$ cat config.mk
export PLATFORM = sky130hd
export DESIGN_NAME = lpcac_front
export DESIGN_NICKNAME = d
export VERILOG_FILES = /design/src/design/lpcac_pkg.sv /design/src/design/lpcac_front.sv
export SDC_FILE = /design/constraint.sdc
export NUM_CORES = 2
export LEC_CHECK = 0
export BUFFER_PORTS_ARGS = -buffer_cell sky130_fd_sc_hd__clkbuf_2
export CAP_MARGIN = 10
export CORE_UTILIZATION = 45
export CTS_BUF_LIST = sky130_fd_sc_hd__clkbuf_16
export DETAILED_ROUTE_END_ITERATION = 10
export PLACE_DENSITY = 0.68
export RECOVER_POWER = 50
export REMOVE_ABC_BUFFERS = 1
export SKIP_CTS_REPAIR_TIMING = 1
export SLEW_MARGIN = 20
export SYNTH_ARGS = -nofsm -noshare
export SYNTH_HDL_FRONTEND = slang
export SYNTH_SLANG_ARGS = --single-unit
$ cat constraint.sdc
create_clock -name clk -period 71.9 [get_ports clk]
set_clock_uncertainty 0.1 [all_clocks]
set_input_delay 3.595 -clock clk [delete_from_list [all_inputs] [get_ports clk]]
set_output_delay 3.595 -clock clk [all_outputs]
set_load 0.02 [all_outputs]
$ cat src/design/lpcac_pkg.sv
`timescale 1ns / 1ps
package lpcac_pkg;

  localparam int ORDER_MAX  = 16;
  localparam int LAGS       = ORDER_MAX + 1;
  localparam int IDX_W      = 5;
  localparam int HIST_IDX_W = 4;
  localparam int SAMPLE_W   = 16;
  localparam int PROD_W     = 2 * SAMPLE_W;
  localparam int SUM_W      = 48;
  localparam int COEF_W     = 32;
  localparam int RES_W      = 31;
  localparam int QUOT_W     = 31;
  localparam int SHIFT_W    = 5;
  localparam int ADDR_W     = 3;
  localparam int REG_W      = 32;

  localparam logic [IDX_W-1:0]  ORDER_RESET = 5'd10;
  localparam logic [IDX_W-1:0]  ORDER_TOP   = 5'd16;
  localparam logic [COEF_W-1:0] ONE_Q24     = 32'h0100_0000;
  localparam logic [RES_W-1:0]  ONE_Q30     = 31'h4000_0000;

  // register index decoded from paddr[2]
  localparam logic REG_ORDER = 1'b0;

  // finished frame handed from front to back
  typedef struct packed {
    logic             valid;
    logic [IDX_W-1:0] order;
  } job_t;

endpackage

$ cat src/design/lpcac_front.sv
`timescale 1ns / 1ps
module lpcac_front (
  input  logic                                 clk,
  input  logic                                 rst,
  input  logic                                 push,
  output logic                                 full,
  input  logic signed [lpcac_pkg::SAMPLE_W-1:0] sample,
  input  logic                                 frame_end,
  input  logic [lpcac_pkg::IDX_W-1:0]          order,
  output lpcac_pkg::job_t                      job,
  input  logic                                 job_done,
  input  logic [lpcac_pkg::IDX_W-1:0]          lag_idx,
  output logic signed [lpcac_pkg::SUM_W-1:0]   lag_data
);

  typedef enum logic [1:0] {F_IDLE, F_MAC, F_LAST, F_HAND} fstate_t;

  fstate_t                                 state;
  logic signed [lpcac_pkg::SAMPLE_W-1:0]   x;
  logic                                    fend;
  logic                                    in_frame;
  logic [lpcac_pkg::IDX_W-1:0]             k;
  logic signed [lpcac_pkg::PROD_W-1:0]     prod;
  logic [lpcac_pkg::IDX_W-1:0]             prod_k;
  logic                                    prod_valid;
  logic signed [lpcac_pkg::SAMPLE_W-1:0]   hist [lpcac_pkg::ORDER_MAX];
  logic signed [lpcac_pkg::SUM_W-1:0]      sums [lpcac_pkg::LAGS];
  logic signed [lpcac_pkg::SUM_W-1:0]      slot_sums [lpcac_pkg::LAGS];
  logic                                    slot_valid;
  logic [lpcac_pkg::IDX_W-1:0]             slot_p;
  logic signed [lpcac_pkg::SAMPLE_W-1:0]   operand;
  logic [lpcac_pkg::HIST_IDX_W-1:0]        hist_idx;
  logic signed [lpcac_pkg::SUM_W:0]        sum_ext;
  logic signed [lpcac_pkg::SUM_W-1:0]      sum_sat;
  logic [lpcac_pkg::IDX_W-1:0]             order_clip;

  // lag operand: the sample itself for lag 0, else the history tap
  assign hist_idx = lpcac_pkg::HIST_IDX_W'(k - 1'b1);
  assign operand  = (k == '0) ? x : hist[hist_idx];

  // saturating 48-bit accumulate of the registered product
  assign sum_ext = {sums[prod_k][lpcac_pkg::SUM_W-1], sums[prod_k]}
                 + {{(lpcac_pkg::SUM_W + 1 - lpcac_pkg::PROD_W){prod[lpcac_pkg::PROD_W-1]}},
                    prod};
  always_comb begin
    if (sum_ext[lpcac_pkg::SUM_W] != sum_ext[lpcac_pkg::SUM_W-1]) begin
      sum_sat = sum_ext[lpcac_pkg::SUM_W] ? {1'b1, {(lpcac_pkg::SUM_W-1){1'b0}}}
                                          : {1'b0, {(lpcac_pkg::SUM_W-1){1'b1}}};
    end else begin
      sum_sat = sum_ext[lpcac_pkg::SUM_W-1:0];
    end
  end

  assign order_clip = (order > lpcac_pkg::ORDER_TOP) ? lpcac_pkg::ORDER_TOP : order;

  assign full      = (state != F_IDLE);
  assign job.valid = slot_valid;
  assign job.order = slot_p;
  assign lag_data  = slot_sums[lag_idx];

  // sample sequencer: one lag per cycle through the shared multiplier
  always_ff @(posedge clk) begin
    if (rst) begin
      state      <= F_IDLE;
      in_frame   <= 1'b0;
      slot_valid <= 1'b0;
      prod_valid <= 1'b0;
    end else begin
      prod_valid <= 1'b0;
      if (prod_valid) begin
        sums[prod_k] <= sum_sat;
      end
      if (job_done) begin
        slot_valid <= 1'b0;
      end
      unique case (state)
        F_IDLE: begin
          if (push) begin
            x     <= sample;
            fend  <= frame_end;
            k     <= '0;
            state <= F_MAC;
            if (!in_frame) begin
              for (int m = 0; m < lpcac_pkg::ORDER_MAX; m++) hist[m] <= '0;
              for (int m = 0; m < lpcac_pkg::LAGS; m++) sums[m] <= '0;
            end
          end
        end
        F_MAC: begin
          prod       <= x * operand;
          prod_k     <= k;
          prod_valid <= 1'b1;
          if (k == lpcac_pkg::ORDER_TOP) begin
            state <= F_LAST;
          end else begin
            k <= k + 1'b1;
          end
        end
        F_LAST: begin
          hist[0] <= x;
          for (int m = 1; m < lpcac_pkg::ORDER_MAX; m++) hist[m] <= hist[m-1];
          in_frame <= !fend;
          state    <= fend ? F_HAND : F_IDLE;
        end
        F_HAND: begin
          if (!slot_valid) begin
            for (int m = 0; m < lpcac_pkg::LAGS; m++) slot_sums[m] <= sums[m];
            slot_p     <= order_clip;
            slot_valid <= 1'b1;
            state      <= F_IDLE;
          end
        end
        default: state <= F_IDLE;
      endcase
    end
  end

endmodule

---- Word level (Yosys, flattened, before mapping) ----
Memory sizes are Yosys's and may differ from the RTL's. A register that Yosys moved wholly into a read port is not among the register bits.
Index checks and enable logic that the tools add are counted.
storage, ports and cells
  bits in registers ....................... 69
  latch bits .............................. 0
  bits in writable memories ............... 1888
  bits in read-only memories .............. 0
  bits of input ports ..................... 31
  output and inout bits ................... 55
  memories ................................ 3
cells by class
  add/sub/neg operators ................... 3
  multiply operators ...................... 1
  div/mod/pow operators ................... 0
  order comparisons ....................... 1
  eq/ne operators ......................... 9
  shift operators ......................... 0
  mux-type cells .......................... 47
  bitwise logic cells ..................... 18
  reductions and logical operators ........ 10
memories
  name       words  width  rd ports  clocked after memory_dff  wr ports  RTL line           text
  slot_sums  17     48     1         0                         17        lpcac_front.sv:28  logic signed [lpcac_pkg::SUM_W-1:0] slot_sums [lpcac_pkg::LAGS];
  sums       17     48     18        1                         18        lpcac_front.sv:27  logic signed [lpcac_pkg::SUM_W-1:0] sums [lpcac_pkg::LAGS];
  hist       16     16     16        0                         16        lpcac_front.sv:26  logic signed [lpcac_pkg::SAMPLE_W-1:0] hist [lpcac_pkg::ORDER_MAX];
operator list
  kind                                                  number
  two-way mux 16 bit                                    17
  two-way mux 48 bit                                    2
  adder 48 x 32 -> 49 bit                               1
  multiplier 16 x 16 -> 32 bit                          1
  two-way mux 1 bit                                     19
  OR 1 bit                                              16
  two-way mux 5 bit                                     3
  case mux 5 bit (2 select lines)                       1
  AND reduction 3 bit                                   3
  two-way mux 2 bit                                     4
  != test 2 bit, second input constant                  4
  case mux 2 bit (4 select lines)                       1
  adder 5 x 1 -> 5 bit, second input constant           1
  equality test 5 bit, second input constant            1
  greater-than comparator 5 bit, second input constant  1
  zero test 5 bit                                       1
  equality test 2 bit, second input constant            2
  AND reduction 4 bit                                   1
  nonzero test 2 bit                                    2
  subtractor 4 x 1 -> 4 bit, second input constant      1
  equality test 2 x 1 -> 1 bit, second input constant   1
  zero test 2 bit                                       1
  inverter 1 bit                                        2
  AND reduction 2 bit                                   1
  2 further kinds                                       2

---- Depth between registers and ports, before layout ----
  depth in word-level cells ............... 6
  depth in mapped cells ................... 38

---- Worst setup path after synthesis ----
Ideal clock, no wire load.
  path kind ............................... input-to-reg
  start ................................... input port rst
  end ..................................... memory slot_sums[0][0] (netlist bit), enable pin
  library setup time ...................... 2.021 ns
  arrival ................................. 37.768 ns
  required time ........................... 69.779 ns
  path slack .............................. 32.011 ns
  stages on the path ...................... 3
  path buffers ............................ 1
  cells stage by stage .................... clkbuf_1 > nand2b_1 > nor2_1
RTL lines
  element          RTL line           text
  start, declared  lpcac_front.sv:4   input logic rst,
  end, declared    lpcac_front.sv:28

==> impl_summary.log <==
INFO  metric synth_seq_area_share = 61.9%
INFO  metric die_y = 511 um
INFO  metric worstHoldPathType = flop to flop
INFO  metric detail-route-antenna-nets = 0
INFO  metric drt_drc_violations_left = 0
INFO  metric routed-wl-met3 = 33.1 mm
INFO  metric route.detailed.wl_per_inst = 28.9 um
INFO  metric gp_congestion = 0.884
INFO  metric post_route_cells_drive_above_1_share = 20.2%
INFO  metric signal_arrival_time_at_the_worst_endpoint = 15590 ps
INFO  metric placeableCoreArea = 257000 um^2
INFO  metric yosys.cell_types.count = 79
INFO  metric power.leakage = 46.6 nW
INFO  metric final_hold_viol_count = 0
INFO  metric path_max_fanout = 178
INFO  metric worstSetupEndpointType = flop
INFO  metric global_route.usage.total = 24.2%
INFO  metric slew-limit-headroom = -586%
INFO  metric placement.io_buffers = 85
INFO  metric first_global_vias = 67840
INFO  metric min_period_over_period = 21.1%
INFO  metric netlist_area = 117000 um^2
INFO  metric violations = max-capacitance violations, max-slew violations
INFO  metric placement.cell_area = 121000 um^2
INFO  metric dieArea = 261000 um^2
INFO  metric status = finished with violations
INFO  metric fin_nets = 7878
INFO  metric post_synth_and_or_nand_nor_area_fraction = 5.86%
INFO  metric drv_slew = 1644
INFO  metric top_layer = met5
INFO  metric tightest_slew = 10290 ps
INFO  metric die_x = 511 um
INFO  metric synth.top_cell.area_share = 47.8%
INFO  metric routedLengthMet1 = 124 mm
INFO  metric number_of_buffers_created_by_cts = 291
INFO  metric dominantRegCellSynth = sky130_fd_sc_hd__edfxtp_1
INFO  metric post-route-cell-area = 129000 um^2
INFO  metric cts_buffer_depth = 4
INFO  metric cts.sinks = 2682
INFO  metric maxClockFrequency = 66.0 MHz
INFO  metric initial_antenna_violation_count = 18
INFO  metric grt_overflow = 0
INFO  metric initial_utilization = 45.3%
INFO  metric post_synthesis_compound_gate_area_fraction = 6.62%
INFO  metric startpoint = rst
INFO  metric dr_total_vias = 67803
INFO  metric tritoncts_clock_tree = built
INFO  metric power.density_cell_area = 50.7 nW/um^2
INFO  metric cts-htree-levels = 5
INFO  metric post_synth.cell_area_avg = 15.7 um^2
INFO  metric r2r_slack = 58050 ps
INFO  metric final-setup-viol-count = 0
INFO  metric yosys.area_share.adder = 5.93%
INFO  metric setup-tns-final = 0 ps
INFO  metric critical_path_class = primary input to flop
INFO  metric timing.critical_path.from_type = primary input
INFO  metric period_minus_slack = 15150 ps
INFO  metric detailroute.wirelength.met2 = 150 mm
INFO  metric ys_warn_count = 0
INFO  metric synth_top_family_by_area = multiplexers
INFO  metric syn_inst = 7439
INFO  metric power.ir.vdd_worst = 0.000148 V
INFO  metric post_synthesis_async_set_or_reset_flop_share = 0%
INFO  metric worst_ep_required_time = 72340 ps
INFO  metric clk-insertion-delay-late = 960 ps
INFO  metric worst_reg2reg_path_startpoint = k[0]
INFO  metric xor_xnor_share_of_the_synthesized_area = 0.533%
INFO  metric core.rowCount = 186
INFO  metric detail_route.iter0.violations = 8635
INFO  metric floorplan.io_pins = 86
INFO  metric place_hpwl = 185 mm
INFO  metric synth_seq_cells = 2682
INFO  metric synth_mux_area_share = 16.2%
INFO  metric synth_edf_count = 1856
INFO  metric routed_wl = 319 mm
INFO  metric grt_first_pass_wirelength = 465 mm
INFO  metric clk_pin_slew_worst_paths = 60 ps
INFO  metric layout-area-overhead-vs-synth = 10.9%
INFO  metric unrepaired_setup_endpoints_after_global_routing = no
INFO  metric grt_max_degree = 195
INFO  metric drt_first_pass_iters = 6
INFO  metric hold_startpoint = sums[14][3]
INFO  metric synth_top_cells_by_area = sky130_fd_sc_hd__edfxtp_1, sky130_fd_sc_hd__mux4_2, sky130_fd_sc_hd__dfxtp_1
INFO  metric clk_root_buffer_cell = sky130_fd_sc_hd__clkbuf_16
INFO  metric vias_per_cell = 6.13
INFO  metric drv.max_cap_violation_count = 39
INFO  metric synthDominantAreaCellType = sky130_fd_sc_hd__edfxtp_1
[cells by family after synthesis]
group | count (synthesis)
AO/OA/AOI/OAI | 1140
flip-flops | 2682
multiplexers | 896
XOR/XNOR | 71
adder cells (fa/ha/maj) | 395
buffers and inverters | 845
AND/OR/NAND/NOR | 1410
[layer usage]
layer | vias up | track usage, %
li1 | 28264 | -
met1 | 35307 | 32.6
met2 | 3584 | 38.6
met3 | 640 | 5.41
met4 | 8 | 8.57
met5 | - | 0
[power breakdown]
group | internal [mW] | switching [mW] | leakage, nW
Sequential | 1.99 | 0.0304 | 25.1
Combinational | 1.21 | 1.94 | 16.8
Clock | 0.805 | 0.594 | 4.65
Total | 4.00 | 2.56 | 46.6
[through the flow]
step	cells	power [mW]	util [%]	setup slack, ps	hold slack (ps)
floorplan	6912	4.40	-	32210	320
global placement	10541	5.06	46.9	60920	331
detailed placement	10542	5.18	46.9	60890	334
CTS	11054	6.58	50.4	60900	269
global route	11057	7.02	50.3	55750	282
finish	11058	6.57	50.3	56750	274
[placed cells by master (no fill, tap or decap), drive strengths merged, types with 4 or more instances in the layout]
| cell type | netlist | layout |
|---|---|---|
| xor2 | 24 | 24 |
| mux4 | 784 | 784 |
| mux2i | 12 | 12 |
| bufinv | 0 | 13 |
| and2 | 304 | 304 |
| dfxtp | 826 | 826 |
| or3 | 8 | 8 |
| edfxtp | 1856 | 1856 |
| a31oi | 13 | 13 |
| nor3 | 19 | 19 |
| nor2b | 137 | 137 |
| nand4 | 16 | 16 |
| fa | 264 | 264 |
| a21o | 36 | 36 |
| nor4 | 4 | 4 |
| o221ai | 5 | 5 |
| a2111oi | 5 | 5 |
| nand2b | 32 | 32 |
| o211ai | 15 | 15 |
| buf | 213 | 135 |
| a31o | 4 | 4 |
| and3 | 26 | 26 |
| ha | 131 | 131 |
| o21ai | 461 | 461 |
| clkbuf | 314 | 415 |
| clkinv | 0 | 109 |
| a21oi | 101 | 101 |
| nor2 | 202 | 202 |
| or2 | 9 | 9 |
| inv | 318 | 404 |
| a211oi | 50 | 50 |
| o21a | 13 | 13 |
| and4 | 4 | 4 |
| a22o | 391 | 391 |
| nand2 | 592 | 592 |
| xnor2 | 47 | 47 |
| o21bai | 15 | 15 |
| mux2 | 100 | 100 |
| nand3 | 45 | 45 |
| nand3b | 4 | 4 |
[worst max-delay path, stage by stage]
cell	delay (ps)
sky130_fd_sc_hd__clkbuf_1	340
sky130_fd_sc_hd__nand2b_1	390
sky130_fd_sc_hd__nor2_1	2180
sky130_fd_sc_hd__clkbuf_1	7080
sky130_fd_sc_hd__buf_4	1600
[synth_stat cells (47+ instances only)]
library cell                  n
sky130_fd_sc_hd__a211oi_1    50
sky130_fd_sc_hd__a21oi_1    100
sky130_fd_sc_hd__a22o_1     391
sky130_fd_sc_hd__and2_1     304
sky130_fd_sc_hd__buf_1       63
sky130_fd_sc_hd__buf_2      139
sky130_fd_sc_hd__clkbuf_1   314
sky130_fd_sc_hd__dfxtp_1    826
sky130_fd_sc_hd__edfxtp_1  1856
sky130_fd_sc_hd__fa_1       264
sky130_fd_sc_hd__ha_1       131
sky130_fd_sc_hd__inv_1      317
sky130_fd_sc_hd__mux2_2     100
sky130_fd_sc_hd__mux4_2     784
sky130_fd_sc_hd__nand2_1    592
sky130_fd_sc_hd__nor2_1     185
sky130_fd_sc_hd__nor2b_1    137
sky130_fd_sc_hd__o21ai_0    261
sky130_fd_sc_hd__o21ai_1    200
sky130_fd_sc_hd__xnor2_1     47
[state kept, by name, summed over array words and instances (netlist names), named ones only]
| name | cells |
|---|---|
| hist | 256 |
| state | 2 |
| k | 5 |
| slot_valid | 1 |
| slot_sums | 816 |
| x | 16 |
| prod | 32 |
| fend | 1 |
| sums | 1536 |
| in_frame | 1 |
| prod_valid | 1 |
| prod_k | 5 |
| slot_p | 5 |
[path summary, 6_finish.rpt]
check / endpoint / depth (start not counted)
setup reg to reg: prod[25] / 31
setup / recovery: slot_sums[8][26] / 5
hold / removal: slot_sums[14][3] / 0
hold reg to reg: slot_sums[14][3] / 0
[cell type report]
cell class / instances / area, um^2
Fill cell: 21013 / 128000
Sequential cell: 2682 / 72300
Multi-Input combinational cell: 3912 / 41300
Clock buffer: 303 / 7580
Tap cell: 3384 / 4230
Timing Repair Buffer: 247 / 1600
Clock inverter: 209 / 1250
Inverter: 318 / 1190
Antenna cell: 3 / 7.51
Power figures use the tool's default switching activity.
